`src/rbm_pkg.sv`:
```
`timescale 1ns / 1ps
// ----------------------------------------------------------------------------
// rbm_pkg: shared types and constants of the RSA block exponentiation engine
// Item, job and configuration structs, register indexes and mode codes.
// ----------------------------------------------------------------------------
package rbm_pkg;

  localparam int CHAR_BITS    = 7;
  localparam int VALUE_BITS   = 31;
  localparam int CNT_BITS     = 3;
  localparam int CFG_IDX_BITS = 2;

  localparam logic [CFG_IDX_BITS-1:0] REG_MODE            = 2'd0;
  localparam logic [CFG_IDX_BITS-1:0] REG_EXPONENT        = 2'd1;
  localparam logic [CFG_IDX_BITS-1:0] REG_MODULUS         = 2'd2;
  localparam logic [CFG_IDX_BITS-1:0] REG_CHARS_PER_BLOCK = 2'd3;

  localparam logic MODE_ENCRYPT = 1'b0;
  localparam logic MODE_DECRYPT = 1'b1;

  typedef struct packed {
    logic [VALUE_BITS-1:0] in_value;
    logic                  end_of_message;
  } in_item_t;

  typedef struct packed {
    logic [VALUE_BITS-1:0] out_value;
    logic                  last_of_block;
  } out_item_t;

  typedef struct packed {
    logic                  mode;
    logic [VALUE_BITS-1:0] exponent;
    logic [VALUE_BITS-1:0] modulus;
    logic [CNT_BITS-1:0]   chars_per_block;
  } cfg_regs_t;

  // One exponentiation job: the base, whether the result is unpacked into
  // characters, and how many results it produces.
  typedef struct packed {
    logic [VALUE_BITS-1:0] base;
    logic                  decrypt;
    logic [CNT_BITS-1:0]   count;
  } job_t;

endpackage

```
`src/rbm_front.sv`:
```
`timescale 1ns / 1ps
// ----------------------------------------------------------------------------
// rbm_front: input stage of the RSA block engine
// Packs characters into blocks in encrypt mode and turns closed blocks and
// cipher words into exponentiation jobs for the job queue.
// ----------------------------------------------------------------------------
module rbm_front #(
  parameter int MAX_CHARS = 4,
  parameter int WORD_BITS = 31
) (
  input  logic                clk,
  input  logic                rst,
  input  logic                in_valid,
  output logic                in_ready,
  input  rbm_pkg::in_item_t   in_data,
  input  rbm_pkg::cfg_regs_t  cfg,
  input  logic                q_full,
  output logic                push,
  output rbm_pkg::job_t       job
);

  localparam int CB        = rbm_pkg::CHAR_BITS;
  localparam int VB        = rbm_pkg::VALUE_BITS;
  localparam int NB        = rbm_pkg::CNT_BITS;
  localparam int PACK_BITS = MAX_CHARS * CB;

  logic [PACK_BITS-1:0] pack_acc, pack_acc_next;
  logic [NB-1:0]        held, held_next;
  logic [NB-1:0]        blk;
  logic [NB-1:0]        slot;
  logic [CB-1:0]        char_in;
  logic                 take;
  logic                 close;
  logic                 decrypt;

  assign in_ready = !q_full;
  assign take     = in_valid && in_ready;
  assign decrypt  = (cfg.mode == rbm_pkg::MODE_DECRYPT);
  assign char_in  = in_data.in_value[CB-1:0];

  always_comb begin
    blk = cfg.chars_per_block;
    if (blk == '0) begin
      blk = NB'(1);
    end else if (blk > NB'(MAX_CHARS)) begin
      blk = NB'(MAX_CHARS);
    end
  end

  // A count at or above MAX_CHARS writes into the top slot; a count left at or
  // above the block size by a later size change closes the block.
  assign slot      = (held >= NB'(MAX_CHARS)) ? NB'(MAX_CHARS - 1) : held;
  assign held_next = slot + NB'(1);
  assign close     = (held_next >= blk) || in_data.end_of_message;

  always_comb begin
    pack_acc_next = pack_acc;
    for (int s = 0; s < MAX_CHARS; s++) begin
      if (slot == NB'(s)) begin
        pack_acc_next[s*CB +: CB] = pack_acc[s*CB +: CB] | char_in;
      end
    end
  end

  assign push = take && (decrypt || close);

  always_comb begin
    if (decrypt) begin
      job.base    = VB'(in_data.in_value[WORD_BITS-1:0]);
      job.decrypt = 1'b1;
      job.count   = blk;
    end else begin
      job.base    = VB'(pack_acc_next);
      job.decrypt = 1'b0;
      job.count   = NB'(1);
    end
  end

  always_ff @(posedge clk) begin
    if (rst) begin
      pack_acc <= '0;
      held     <= '0;
    end else if (take && !decrypt) begin
      if (close) begin
        pack_acc <= '0;
        held     <= '0;
      end else begin
        pack_acc <= pack_acc_next;
        held     <= held_next;
      end
    end
  end

endmodule

```
`src/rbm_queue.sv`:
```
`timescale 1ns / 1ps
// ----------------------------------------------------------------------------
// rbm_queue: two-entry job queue
// Decouples the input stage from the exponentiation engine.
// ----------------------------------------------------------------------------
module rbm_queue (
  input  logic           clk,
  input  logic           rst,
  input  logic           push,
  input  rbm_pkg::job_t  push_data,
  output logic           full,
  input  logic           pop,
  output rbm_pkg::job_t  pop_data,
  output logic           empty
);

  localparam int DEPTH    = 2;
  localparam int PTR_BITS = $clog2(DEPTH);
  localparam int CNT_W    = $clog2(DEPTH + 1);

  rbm_pkg::job_t        slots [DEPTH];
  logic [PTR_BITS-1:0]  wr_ptr;
  logic [PTR_BITS-1:0]  rd_ptr;
  logic [CNT_W-1:0]     count;

  assign full     = (count == CNT_W'(DEPTH));
  assign empty    = (count == '0);
  assign pop_data = slots[rd_ptr];

  always_ff @(posedge clk) begin
    if (push) begin
      slots[wr_ptr] <= push_data;
    end
  end

  always_ff @(posedge clk) begin
    if (rst) begin
      wr_ptr <= '0;
      rd_ptr <= '0;
      count  <= '0;
    end else begin
      if (push) begin
        wr_ptr <= wr_ptr + PTR_BITS'(1);
      end
      if (pop) begin
        rd_ptr <= rd_ptr + PTR_BITS'(1);
      end
      if (push && !pop) begin
        count <= count + CNT_W'(1);
      end else if (pop && !push) begin
        count <= count - CNT_W'(1);
      end
    end
  end

  a_no_push_when_full: assert property (@(posedge clk) disable iff (rst)
    push |-> !full) else $error("job pushed into a full queue");

  a_no_pop_when_empty: assert property (@(posedge clk) disable iff (rst)
    pop |-> !empty) else $error("job popped from an empty queue");

endmodule

```
`src/rbm_back.sv`:
```
`timescale 1ns / 1ps
// ----------------------------------------------------------------------------
// rbm_back: modular exponentiation engine
// Reduces the base, then runs right-to-left square-and-multiply with two
// bit-serial interleaved modular multipliers, and emits the results.
// ----------------------------------------------------------------------------
module rbm_back #(
  parameter int MAX_CHARS = 4,
  parameter int WORD_BITS = 31
) (
  input  logic                clk,
  input  logic                rst,
  input  rbm_pkg::cfg_regs_t  cfg,
  input  logic                job_valid,
  input  rbm_pkg::job_t       job,
  output logic                job_pop,
  output logic                out_valid,
  input  logic                out_ready,
  output rbm_pkg::out_item_t  out_data
);

  localparam int W        = WORD_BITS;
  localparam int VB       = rbm_pkg::VALUE_BITS;
  localparam int CB       = rbm_pkg::CHAR_BITS;
  localparam int NB       = rbm_pkg::CNT_BITS;
  localparam int SW       = $clog2(VB);
  localparam int EW       = $clog2(W);
  localparam int IDX_BITS = (MAX_CHARS > 1) ? $clog2(MAX_CHARS) : 1;

  localparam logic [1:0] S_IDLE   = 2'd0;
  localparam logic [1:0] S_REDUCE = 2'd1;
  localparam logic [1:0] S_EXP    = 2'd2;
  localparam logic [1:0] S_EMIT   = 2'd3;

  // One step of interleaved modular multiplication: r = 2r + abit*b mod n.
  function automatic logic [W-1:0] mm_step(input logic [W-1:0] r, input logic abit,
                                           input logic [W-1:0] b, input logic [W-1:0] n);
    logic [W:0] d;
    logic [W:0] s;
    d = {r, 1'b0};
    if (d >= {1'b0, n}) d = d - {1'b0, n};
    s = d + {1'b0, (abit ? b : '0)};
    if (s >= {1'b0, n}) s = s - {1'b0, n};
    return s[W-1:0];
  endfunction

  logic [1:0]          state;
  logic [SW-1:0]       step;
  logic [EW-1:0]       ebit;
  logic [VB-1:0]       base_sr;
  logic [W-1:0]        acc, bb, sa, sb, rp, rq;
  logic [W-1:0]        acc_next, p_step, q_step, pb;
  logic                pa_bit;
  logic                jdec;
  logic [NB-1:0]       jcnt;
  logic [IDX_BITS-1:0] emit_idx;
  logic                emit_last;
  logic                emit_fire;
  logic [W-1:0]        mod_n;
  logic [W-1:0]        expo;
  logic [VB-1:0]       acc_ext;
  logic [CB-1:0]       char_out;

  assign mod_n = cfg.modulus[W-1:0];
  assign expo  = cfg.exponent[W-1:0];

  // The product unit also performs the initial base reduction (base * 1).
  assign pa_bit = (state == S_REDUCE) ? base_sr[VB-1] : sa[W-1];
  assign pb     = (state == S_REDUCE) ? W'(1) : bb;
  assign p_step = mm_step(rp, pa_bit, pb, mod_n);
  assign q_step = mm_step(rq, sb[W-1], bb, mod_n);

  assign acc_next  = expo[ebit] ? p_step : acc;
  assign job_pop   = (state == S_IDLE) && job_valid;
  assign acc_ext   = VB'(acc);
  assign char_out  = CB'(acc_ext >> (CB * emit_idx));
  assign emit_last = !jdec || (NB'(emit_idx) + NB'(1) == jcnt);
  assign emit_fire = (state == S_EMIT) && (!out_valid || out_ready);

  always_ff @(posedge clk) begin
    if (rst) begin
      state     <= S_IDLE;
      out_valid <= 1'b0;
    end else begin
      if (emit_fire) begin
        out_valid <= 1'b1;
      end else if (out_valid && out_ready) begin
        out_valid <= 1'b0;
      end
      unique case (state)
        S_IDLE: begin
          if (job_valid) begin
            base_sr <= job.base;
            jdec    <= job.decrypt;
            jcnt    <= job.count;
            rp      <= '0;
            step    <= SW'(VB - 1);
            if (mod_n < W'(2)) begin
              acc      <= '0;
              emit_idx <= '0;
              state    <= S_EMIT;
            end else begin
              state <= S_REDUCE;
            end
          end
        end
        S_REDUCE: begin
          rp      <= p_step;
          base_sr <= base_sr << 1;
          step    <= step - SW'(1);
          if (step == '0) begin
            bb    <= p_step;
            sb    <= p_step;
            acc   <= W'(1);
            sa    <= W'(1);
            rp    <= '0;
            rq    <= '0;
            step  <= SW'(W - 1);
            ebit  <= '0;
            state <= S_EXP;
          end
        end
        S_EXP: begin
          rp   <= p_step;
          rq   <= q_step;
          sa   <= sa << 1;
          sb   <= sb << 1;
          step <= step - SW'(1);
          if (step == '0) begin
            acc <= acc_next;
            bb  <= q_step;
            if (ebit == EW'(W - 1)) begin
              emit_idx <= '0;
              state    <= S_EMIT;
            end else begin
              sa   <= acc_next;
              sb   <= q_step;
              rp   <= '0;
              rq   <= '0;
              step <= SW'(W - 1);
              ebit <= ebit + EW'(1);
            end
          end
        end
        S_EMIT: begin
          if (emit_fire) begin
            out_data.out_value     <= jdec ? VB'(char_out) : acc_ext;
            out_data.last_of_block <= emit_last;
            if (emit_last) begin
              state <= S_IDLE;
            end else begin
              emit_idx <= emit_idx + IDX_BITS'(1);
            end
          end
        end
        default: state <= S_IDLE;
      endcase
    end
  end

  a_step_bound: assert property (@(posedge clk) disable iff (rst)
    state == S_EXP |-> step <= SW'(W - 1)) else $error("multiply step out of range");

  a_encrypt_single: assert property (@(posedge clk) disable iff (rst)
    (state == S_EMIT && !jdec) |-> jcnt == NB'(1))
    else $error("encrypt job with more than one result");

  a_emit_index: assert property (@(posedge clk) disable iff (rst)
    (state == S_EMIT && jdec) |-> NB'(emit_idx) < jcnt)
    else $error("character index past block size");

endmodule

```
`src/rsa_block_modexp_core.sv`:
```
`timescale 1ns / 1ps
// ----------------------------------------------------------------------------
// rsa_block_modexp_core: toy RSA block encrypt/decrypt engine
// Computes x^exponent mod modulus by square-and-multiply over packed blocks.
// ----------------------------------------------------------------------------
// Usage:
//   The cfg channel writes mode, exponent, modulus and chars_per_block
//   (indexes 0..3); cfg_ready is always high. Write only while the block is
//   idle. The in channel takes one transaction per cycle while the two-entry
//   job queue has room. In encrypt mode characters are packed and a closed
//   block becomes one cipher word; in decrypt mode each cipher word yields
//   chars_per_block characters, clamped to 1..MAX_CHARS, the last flagged with last_of_block.
// Sequence:
//   Each job is popped from the queue, its base is reduced mod modulus and
//   WORD_BITS square-and-multiply steps run over the exponent bits (one bit
//   of the multiplier operand per cycle per step) on the two bit-serial
//   multipliers; a modulus below 2 gives zero results directly.
//   Results then leave at one per cycle while the receiver is ready.
// Reset and stall:
//   Reset restores the register defaults (mode 0, exponent 1, modulus 128,
//   one character per block), clears the open block and empties the queue.
//   A stalled receiver holds the output register; the engine waits and the
//   queue keeps accepting until it is full.
// ----------------------------------------------------------------------------
module rsa_block_modexp_core #(
  parameter int MAX_CHARS = 4,
  parameter int WORD_BITS = 31
) (
  input  logic                                 clk,
  input  logic                                 rst,
  input  logic                                 in_valid,
  output logic                                 in_ready,
  input  rbm_pkg::in_item_t                    in_data,
  output logic                                 out_valid,
  input  logic                                 out_ready,
  output rbm_pkg::out_item_t                   out_data,
  input  logic                                 cfg_valid,
  output logic                                 cfg_ready,
  input  logic [rbm_pkg::CFG_IDX_BITS-1:0]     cfg_index,
  input  logic [rbm_pkg::VALUE_BITS-1:0]       cfg_data
);

  localparam int NB = rbm_pkg::CNT_BITS;
  localparam int VB = rbm_pkg::VALUE_BITS;

  rbm_pkg::cfg_regs_t cfg;
  rbm_pkg::job_t      push_job;
  rbm_pkg::job_t      pop_job;
  logic               push;
  logic               pop;
  logic               q_full;
  logic               q_empty;

  assign cfg_ready = 1'b1;

  always_ff @(posedge clk) begin
    if (rst) begin
      cfg.mode            <= rbm_pkg::MODE_ENCRYPT;
      cfg.exponent        <= VB'(1);
      cfg.modulus         <= VB'(128);
      cfg.chars_per_block <= NB'(1);
    end else if (cfg_valid && cfg_ready) begin
      unique case (cfg_index)
        rbm_pkg::REG_MODE:            cfg.mode            <= cfg_data[0];
        rbm_pkg::REG_EXPONENT:        cfg.exponent        <= cfg_data;
        rbm_pkg::REG_MODULUS:         cfg.modulus         <= cfg_data;
        rbm_pkg::REG_CHARS_PER_BLOCK: cfg.chars_per_block <= cfg_data[NB-1:0];
        default: ;
      endcase
    end
  end

  rbm_front #(
    .MAX_CHARS (MAX_CHARS),
    .WORD_BITS (WORD_BITS)
  ) u_front (
    .clk      (clk),
    .rst      (rst),
    .in_valid (in_valid),
    .in_ready (in_ready),
    .in_data  (in_data),
    .cfg      (cfg),
    .q_full   (q_full),
    .push     (push),
    .job      (push_job)
  );

  rbm_queue u_queue (
    .clk       (clk),
    .rst       (rst),
    .push      (push),
    .push_data (push_job),
    .full      (q_full),
    .pop       (pop),
    .pop_data  (pop_job),
    .empty     (q_empty)
  );

  rbm_back #(
    .MAX_CHARS (MAX_CHARS),
    .WORD_BITS (WORD_BITS)
  ) u_back (
    .clk       (clk),
    .rst       (rst),
    .cfg       (cfg),
    .job_valid (!q_empty),
    .job       (pop_job),
    .job_pop   (pop),
    .out_valid (out_valid),
    .out_ready (out_ready),
    .out_data  (out_data)
  );

endmodule
```
`config.mk`:
```
export PLATFORM = sky130hd
export DESIGN_NAME = rsa_block_modexp_core
export DESIGN_NICKNAME = d
export VERILOG_FILES = /design/src/rbm_pkg.sv /design/src/rbm_front.sv /design/src/rbm_queue.sv /design/src/rbm_back.sv /design/src/rsa_block_modexp_core.sv
export SDC_FILE = /design/constraint.sdc
export NUM_CORES = 1
export LEC_CHECK = 0
export BUFFER_PORTS_ARGS = -buffer_cell sky130_fd_sc_hd__buf_4
export CORE_MARGIN = 2
export CORE_UTILIZATION = 57
export DETAILED_ROUTE_END_ITERATION = 16
export PLACE_DENSITY = 0.79
export REMOVE_ABC_BUFFERS = 1
export SLEW_MARGIN = 5
export SYNTH_ARGS = -nofsm -noshare
export SYNTH_HDL_FRONTEND = slang
export SYNTH_SLANG_ARGS = --single-unit
```
`constraint.sdc`:
```
create_clock -name clk -period 7.8 [get_ports clk]
set_input_delay 0.78 -clock clk [delete_from_list [all_inputs] [get_ports clk]]
set_output_delay 0.78 -clock clk [all_outputs]
set_load 0.005 [all_outputs]
```
; ---- Word level (Yosys, flattened, before mapping)
; Memories as Yosys holds them, arrays and structs flattened. A register that Yosys moved wholly into a read port is not among the register bits.
; Index checks and enable logic that the tools add are counted.
[totals]
input_bits = 70
mem_bits_rw = 70
n_memories = 1
out_inout_bits = 35
elab_cells = 204
reg_bits = 369
[classes]
n_eq_ne = 21
multipliers = 1
reduce_logical = 45
addsub = 15
shifts = 1
n_mux = 79
order_cmp = 9
bitwise = 6
[mem_list]
columns = memory, words, word_bits, rd, rd_ports_with_merged_regs, wr, line
row1 = u_queue.slots, 2, 35, 1, 1, 1, rbm_queue.sv:21  ; rbm_pkg::job_t slots [DEPTH];
[ops]
columns = operator, count
row1 = $mux 31, 24
row2 = $pmux 31 s2, 5
row3 = $pmux 31 s3, 2
row4 = $ge 32x31->1, 4
row5 = $add 32x31->32, 2
row6 = $mux 32, 2
row7 = $sub 32x31->32, 2
row8 = $sub 31x31->31, 2
row9 = $mux 35, 1
row10 = $mux 5, 7
row11 = $mux 7, 5
row12 = $lt 31x2->1 const B, 1
row13 = $shr 31x5->7, 1
row14 = $mux 2, 15
row15 = $mux 28, 1
row16 = $or 7x7->7, 4
row17 = $pmux 5 s3, 1
row18 = $reduce_and 3->1, 5
row19 = $mux 3, 4
row20 = $reduce_and 6->1, 2
row21 = $eq 2x2->1 const B, 5
row22 = $ne 2x2->1 const B, 5
row23 = $pmux 5 s2, 1
row24 = $logic_and 1x1->1, 8
row25 = 34 further kinds, 68

; ---- Depth between registers and ports, before layout
; Gate-level depths: netlist of run 1.
[logic_depth]
ltp_word = 11
mapped_depth = 36

; ---- Hierarchy
; Synthesis of run 1 repeated with hierarchy kept, for this count alone.
[hier_totals]
cells_unflattened = 3191
area_unflattened_um2 = 30651.9
[by_module_without_submodules]
columns = mod, seq_area_each_um2, n_inst, area_each_um2, cells_each
row1 = rbm_back, 8017.7, 1, 23218.5, 2553
row2 = rsa_block_modexp_core, 1321.3, 1, 2773.9, 258
row3 = rbm_queue, 2202.1, 1, 2731.4, 131
row4 = rbm_front, 620.6, 1, 1928.1, 249

; ---- Least setup slack after synthesis of run 1
; No wires, ideal clock.
[synth_timing]
path_kind = reg-to-reg
startpoint = register, netlist name cfg[4]
endpoint = register u_back.sa[22], data pin
path_slack_ns = 0.095
setup_time_ns = 0.270
arrival_time_ns = 7.435
synth_period_minus_slack_ns = 7.705
path_stages_with_launch = 36
path_cell_list = dfxtp_1 -> inv_1 -> fa_1 -> nand3_1 -> a21oi_1 -> o311ai_0 -> nand2_1 -> a21o_1 -> o21a_1 -> clkbuf_1 -> clkbuf_1 -> and2_1 -> ha_1 -> inv_1 -> fa_1 -> and2b_1 -> o31a_1 -> o211a_1 -> o31ai_1 -> o21ai_0 -> nor2b_1 -> a31oi_1 -> xnor2_1 -> ha_1 -> nand4_1 -> nor4_2 -> o31ai_1 -> a31oi_1 -> o21ai_0 -> a31oi_1 -> nor2_1 -> mux2i_4 -> buf_6 -> mux2_2 -> o21ai_0 -> a21oi_1
[synth_between]
elab_chain_len = 9
[synth_rtl]
columns = element, line
row1 = $sub 32x31->32 or $ge 32x31->1 (tied branches), rbm_back.sv:41  ; if (d >= {1'b0, n}) d = d - {1'b0, n};
row2 = $mux 32, rbm_back.sv:41
row3 = $add 32x31->32, rbm_back.sv:42  ; s = d + {1'b0, (abit ? b : '0)};
row4 = $sub 31x31->31 or $ge 32x31->1 (tied branches), rbm_back.sv:43  ; if (s >= {1'b0, n}) s = s - {1'b0, n};
row5 = $mux 31 *, rbm_back.sv:43
row6 = $mux 31 *, rbm_back.sv:73  ; assign acc_next = expo[ebit] ? p_step : acc;
row7 = $mux 31 *, rbm_back.sv:132  ; if (ebit == EW'(W - 1)) begin
row8 = $mux 31 *, rbm_back.sv:129  ; if (step == '0) begin
row9 = $pmux 31 s2 *, rbm_back.sv:90  ; unique case (state)
row10 = to (signal assigned), rbm_back.sv:126  ; sa <= sa << 1;
row11 = to (signal assigned), rbm_back.sv:136  ; sa <= acc_next;
row12 = to (decl), rbm_back.sv:51  ; logic [W-1:0] acc, bb, sa, sb, rp, rq;
; Every way passes the cells marked *; elsewhere a longest branch is shown, timed or not.
; A chain may end at the register's enable or synchronous reset.

; ---- Final worst setup path of run 1
[layout_timing]
startpoint = register, netlist name cfg[12]
endpoint = register u_back.sb[6], data pin
[layout_between]
elab_chain_len = 8
[layout_rtl]
columns = element, line
row1 = $sub 32x31->32 or $ge 32x31->1 (tied branches), rbm_back.sv:41
row2 = $mux 32, rbm_back.sv:41
row3 = $add 32x31->32, rbm_back.sv:42
row4 = $ge 32x31->1 or $sub 31x31->31 (tied branches), rbm_back.sv:43
row5 = $mux 31, rbm_back.sv:43
row6 = $mux 31, rbm_back.sv:132
row7 = $mux 31, rbm_back.sv:129
row8 = $pmux 31 s2 *, rbm_back.sv:90
row9 = to (signal assigned), rbm_back.sv:113  ; sb <= p_step;
row10 = to (signal assigned), rbm_back.sv:127  ; sb <= sb << 1;
row11 = to (signal assigned), rbm_back.sv:137  ; sb <= q_step;
row12 = to (decl), rbm_back.sv:51
; Every way passes the cells marked *; elsewhere a longest branch is shown, timed or not. The select of a mux whose other input is x is not followed.

==> flow_metrics.tcl, run 1 <==
set metrics [dict create \
    status "complete, no violations" \
    path_max_fanout 6 \
    period_minus_slack_ns 7.65 \
    fin_nets 3601 \
    track_usage 0.326 \
    path_clk_slew_ns 0.06 \
    synth_top_area_frac 0.346 \
    routedWlPerCell_um 22.2 \
    dieArea_sq_um 52800 \
    htree_levels 2 \
    synth_ff_type "edfxtp_1" \
    grt_pass1_wl_mm 135 \
    place_congestion 1.08 \
    crit_family "compound AO/OA/AOI/OAI gates" \
    period_share 0.981 \
    critical_path_class "reg2reg" \
    drv_slew 0 \
    yosysMostFrequentCell "a21oi_1" \
    min_to "cfg[10]" \
    core_area_sq_um 50300 \
    ff2ff_path_depth 36 \
    avgSynthCellArea_sq_um 9.43 \
    synth_compound_area_frac 0.184 \
    postRouteAntennaNets 0 \
    cp.arrival_ns 7.96 \
    ctsHoldBuffers 0 \
    crit_path_max_incr_delay_ns 0.43 \
    design_area_sq_um 34700 \
    worstHoldPathType "in2reg" \
    cts_buffer_depth 3 \
    io_pins 105 \
    synth-async-reset-ratio 0 \
    synth_common_cells "341 x a21oi_1, 335 x edfxtp_1, 297 x nor2_1" \
    max_freq_mhz 131 \
    cts_sinks 440 \
    cap_violations 0 \
    worstMarginPinSlew_ns 1.26 \
    syn-cell-area_sq_um 29000 \
    seq_area_frac_synth 0.419 \
    fin_skew_ns 0.0343 \
    overflow 0 \
    first_pass_iters 6 \
    synth_area_leaders "edfxtp_1 35%, ha_1 8.7%, dfxtp_1 7.2%" \
    critical_path_buf_inv_count 9 \
    reg2reg_to "u_back.sb[6]" \
    drt_iter0_drc 2641 \
    dpl_cell_area_sq_um 31600 \
    synth_cell_type_count 88 \
    crit_path_end_kind "register" \
    r2r_slack_ns 0.15 \
    die_w_um 230 \
    initial_core_util 0.578 \
    routed_wl_mm 89.5 \
    crit_path_frequent_cell "buf_4" \
    portBuffers 103 \
    synth_warnings 0 \
    antenna_found_initial 1 \
    hold_violations 0 \
    clk_latency_ns 0.61 \
    hold_start "cfg_data[7]" \
    synth_fa_ha_area_frac 0.0916 \
    synth.area.mux_share 0.0609 \
    synth_edf_count 335 \
    hold_path_depth 3 \
    cp-start-kind "register" \
    critPathRequiredTime_ns 8.11 \
    vias_per_cell 6.29 \
    grt_max_degree 80 \
    grt_pass1_vias 24580 \
    setup_viol 0 \
    cts_root_buf "clkbuf_16" \
    areaGrowthSynthToFinish_pct 19.6 \
    syn_inst 3081 \
    cts_made_buffers 46 \
    cp_slowest_cell "or4_1" \
    synthSimpleGateAreaFrac 0.159 \
    dp_hpwl_mm 65.0 \
    rows 82 \
    synth_top_area_cell "edfxtp_1" \
    dieHeight_um 230 \
    tns_ns 0 \
    drive_above_1_share 0.203 \
    r2r-start "cfg[12]" \
    relSlewSlack 0.161 \
    synth_xor_area_frac 0.0513 \
    synth_top_family_by_area "compound AO/OA/AOI/OAI gates" \
    drc_errors 0 \
    ys_ff_latch 440 \
    vias 25371 \
    cts_tree "done" \
]
[area by class of cell]
cell class / instances / area [sq um]
Sequential cell: 440 / 12200
Multi-Input combinational cell: 2393 / 17100
Clock buffer: 63 / 1290
Clock inverter: 21 / 240
Fill cell: 3798 / 15500
Inverter: 106 / 404
Tap cell: 672 / 841
Antenna cell: 1 / 2.50
Timing Repair Buffer: 335 / 2690
[worst max path at each step]
stage                       start             to  slack, ns  cells past startpoint
after floorplan            cfg[4]  u_back.sb[30]      -1.67                     29
after detailed placement   cfg[4]  u_back.sa[18]      -0.90                     35
final                     cfg[12]   u_back.sb[6]       0.15                     36
after CTS                  cfg[8]  u_back.sb[10]     -0.005                     33
after global routing      cfg[28]  u_back.sb[22]      -0.08                     37
after global placement     cfg[4]  u_back.sa[18]      -0.95                     35
[cells by family (layout without fill, tap and decap cells)]
group | Yosys count | after routing
DFF | 440 | 440
AOI/OAI and AO/OA | 862 | 863
xor gates and xnor gates | 170 | 170
adders and majority gates | 209 | 209
other | 1 | 3
muxes | 157 | 157
buffers and inverters | 250 | 525
and+or+nand+nor | 992 | 992
[flip-flops by register name, summed over array words and instances, names as in the netlist, 5 cells and up, named ones only]
name / cells
u_back.base_sr: 31
u_back.bb: 31
u_front.pack_acc: 28
cfg: 66
u_back.out_data: 32
u_back.ebit: 5
u_back.sb: 31
u_back.step: 5
u_queue.slots: 70
u_back.sa: 31
u_back.rp: 31
u_back.rq: 31
u_back.acc: 31
[worst reg2reg max path, delay by kind of cell, from the launching register on]
family,cells,cell delay (ns)
fa+ha+maj,3,0.86
buf+inv,9,1.46
xor+xnor,1,0.23
mux,2,0.58
simple gates,4,1.05
compound gates,17,2.82
flops,1,0.37
[repair_timing]
item                                    4_1_cts  5_1_grt
buffers inserted                             14       22
gates resized for setup                      55      213
pin swaps                                     9       38
gates cloned                                  3        3
endpoints found under the setup margin      185      186
[cells in the final DEF (no fill, tap or decap), drive strengths merged, types with 8 or more instances in the layout]
cell type / Yosys / routed
nor3: 70 / 70
o21bai: 19 / 19
edfxtp: 335 / 335
a31oi: 22 / 22
inv: 106 / 108
a211oi: 71 / 71
nand2: 295 / 295
mux4: 9 / 9
and3: 21 / 21
dfxtp: 105 / 105
mux2: 46 / 46
nand4: 28 / 28
o31ai: 16 / 16
a211o: 20 / 20
o21ai: 173 / 174
nand2b: 29 / 29
nand3: 47 / 47
or2: 13 / 13
mux2i: 102 / 102
o211a: 8 / 8
nor4: 14 / 14
o211ai: 15 / 15
a21o: 74 / 74
clkbuf: 119 / 66
a21oi: 342 / 342
and2: 96 / 96
xor2: 52 / 52
xnor2: 118 / 118
ha: 203 / 203
nor2b: 59 / 59
nor2: 297 / 297
buf: 25 / 332
clkinv: 0 / 15
o21a: 31 / 31
[metal layers]
metal | global-route usage | vias to the layer above | wire [um]
li1 | - | 11740 | -
met1 | 0.424 | 12176 | 36000
met2 | 0.539 | 1196 | 42000
met3 | 0.0578 | 259 | 7290
met4 | 0.136 | 0 | 4220
met5 | 0 | - | 0
[per-stage QoR]
| stage | instances | utilization | worst slack, ns | hold slack [ns] |
|---|---|---|---|---|
| finish | 4031 | 0.691 | 0.146 | 0.423 |
| global route | 4030 | 0.691 | -0.0805 | 0.432 |
| CTS | 4006 | 0.667 | -0.00522 | 0.400 |
| detailed placement | 3905 | 0.629 | -0.895 | 0.446 |
| global placement | 3905 | 0.629 | -0.946 | 0.439 |
| floorplan | 2938 | - | -1.67 | 0.427 |
Power of run 1 is not shown: default switching activity piles up to over one toggle a cycle in this logic, so the estimate is an artifact.
==> inputs of run 2 (changes only) <==
CORE_UTILIZATION = 55   (was 57)
PLACE_DENSITY = 0.77   (was 0.79)
==> run 2 against run 1 <==
Against the previous run:
- cell area is 2.7% higher
- first-iteration DRC count is 11% lower
- global-route usage is 0.80 points lower
- clock-buffer cell count is 1 higher
- via count is 0.84% higher
- critical endpoint is now u_back.sb[20]
- highest routed layer unchanged
==> flow_metrics.tcl, run 2 (synthesized netlist as in run 1, its figures left out) <==
set metrics [dict create \
    die_w_um 234 \
    hold_path_depth 3 \
    dieHeight_um 234 \
    critPathRequiredTime_ns 8.11 \
    cts_tree "done" \
    biggestRegsByFlops "u_queue.slots (70), cfg (66), u_back.out_data (32)" \
    vias 25583 \
    cp.arrival_ns 7.98 \
    largest_reg_flops 70 \
    stdcell_count 4145 \
    drive_above_1_share 0.232 \
    routedWlPerCell_um 21.9 \
    post-place-cells 3985 \
    regMostFlops "u_queue.slots" \
    critical_path_class "reg2reg" \
    rows 84 \
    worstMarginPinSlew_ns 1.32 \
    areaGrowthSynthToFinish_pct 22.8 \
    fin_nets 3695 \
    first_pass_iters 5 \
    status "complete, no violations" \
    io_pins 105 \
    cts_root_buf "clkbuf_16" \
    cts_sinks 440 \
    crit_path_max_incr_delay_ns 0.55 \
    cts_made_buffers 48 \
    ctsHoldBuffers 0 \
    vias_per_cell 6.17 \
    grt_pass1_wl_mm 134 \
    track_usage 0.318 \
    portBuffers 103 \
    overflow 0 \
    setup_viol 0 \
    period_share 0.983 \
    path_max_fanout 6 \
    final_cell_mix "410 x buf_4, 335 x edfxtp_1, 314 x a21oi_1" \
    grt_pass1_vias 24525 \
    worstHoldPathType "in2reg" \
    htree_levels 2 \
    path_clk_slew_ns 0.06 \
    place_congestion 1.04 \
    drv_slew 0 \
    period_minus_slack_ns 7.66 \
    initial_core_util 0.555 \
    relSlewSlack 0.115 \
    routed_wl_mm 90.8 \
    core_area_sq_um 52300 \
    drt_iter0_drc 2349 \
    fin_hold_ws_ns 0.429 \
    cap_violations 0 \
    dieArea_sq_um 54700 \
    cp-start-kind "register" \
    hold_violations 0 \
    cp_slowest_cell "or4_4" \
    final_common_cell "buf_4" \
    cts_buffer_depth 3 \
    grt_max_degree 80 \
    dp_hpwl_mm 65.9 \
    postRouteAntennaNets 0 \
    drc_errors 0 \
    antenna_found_initial 0 \
    crit_path_end_kind "register" \
    fin_skew_ns 0.0376 \
    ff2ff_path_depth 36 \
    max_freq_mhz 130 \
    clk_latency_ns 0.61 \
]
-- run 2: cell types whose count changed in the layout (fill, tap and decap cells not counted), sizes merged --
| cell | before | now |
|---|---|---|
| clkbuf | 66 | 68 |
| buf | 332 | 423 |
| clkinv | 15 | 16 |
| clkinvlp | 1 | 5 |
-- run 2: worst paths after layout --
path / from / to / slack (ns)
setup / recovery: cfg[6] / u_back.sb[20] / 0.14
hold / removal: cfg_data[7] / cfg[10] / 0.43
setup reg to reg: cfg[6] / u_back.sb[20] / 0.14
hold reg to reg: cfg[46] / cfg[46] / 0.46
-- run 2: area by class of cell --
cell class | count | area [sq um]
Clock buffer | 64 | 1430
Inverter | 106 | 410
Antenna cell | 1 | 2.50
Clock inverter | 26 | 277
Sequential cell | 440 | 12200
Multi-Input combinational cell | 2393 | 17100
Timing Repair Buffer | 427 | 3380
Tap cell | 688 | 861
Fill cell | 4014 | 16700
-- run 2: critical path: cells and delay by family (launching register included) --
kind                     cells  cell delay [ns]
multiplexers                 3             0.92
AO/OA/AOI/OAI               17             2.59
XOR/XNOR                     2             0.20
flip-flops                   1             0.32
buffers and inverters        5             0.77
adder cells (fa/ha/maj)      3             0.90
AND/OR/NAND/NOR              6             1.67
-- run 2: layer usage --
metal  vias up  track usage  part of all wire
li1      11920            -                 -
met1     12382        0.418              0.41
met2      1049        0.526              0.47
met3       232       0.0393             0.068
met4         0        0.149             0.048
met5         -            0                 0
-- run 2: per-stage QoR --
stage,TNS [ns],util,instance area [sq um],setup slack [ns]
2_1_floorplan,-197.16,-,28500,-1.67
3_3_place_gp,-101.70,0.614,32100,-0.872
3_5_place_dp,-89.97,0.614,32100,-0.775
4_1_cts,-0.151,0.653,34200,-0.0396
5_1_grt,-8.51,0.682,35700,-0.125
6_report,0,0.682,35700,0.136
-- run 2: repair_timing --
item	CTS	global route
setup endpoints to repair	170	186
pin swaps	9	81
buffers inserted	18	47
resized for setup	38	238
cloned	2	5
Power of run 2 is left out for the same reason.
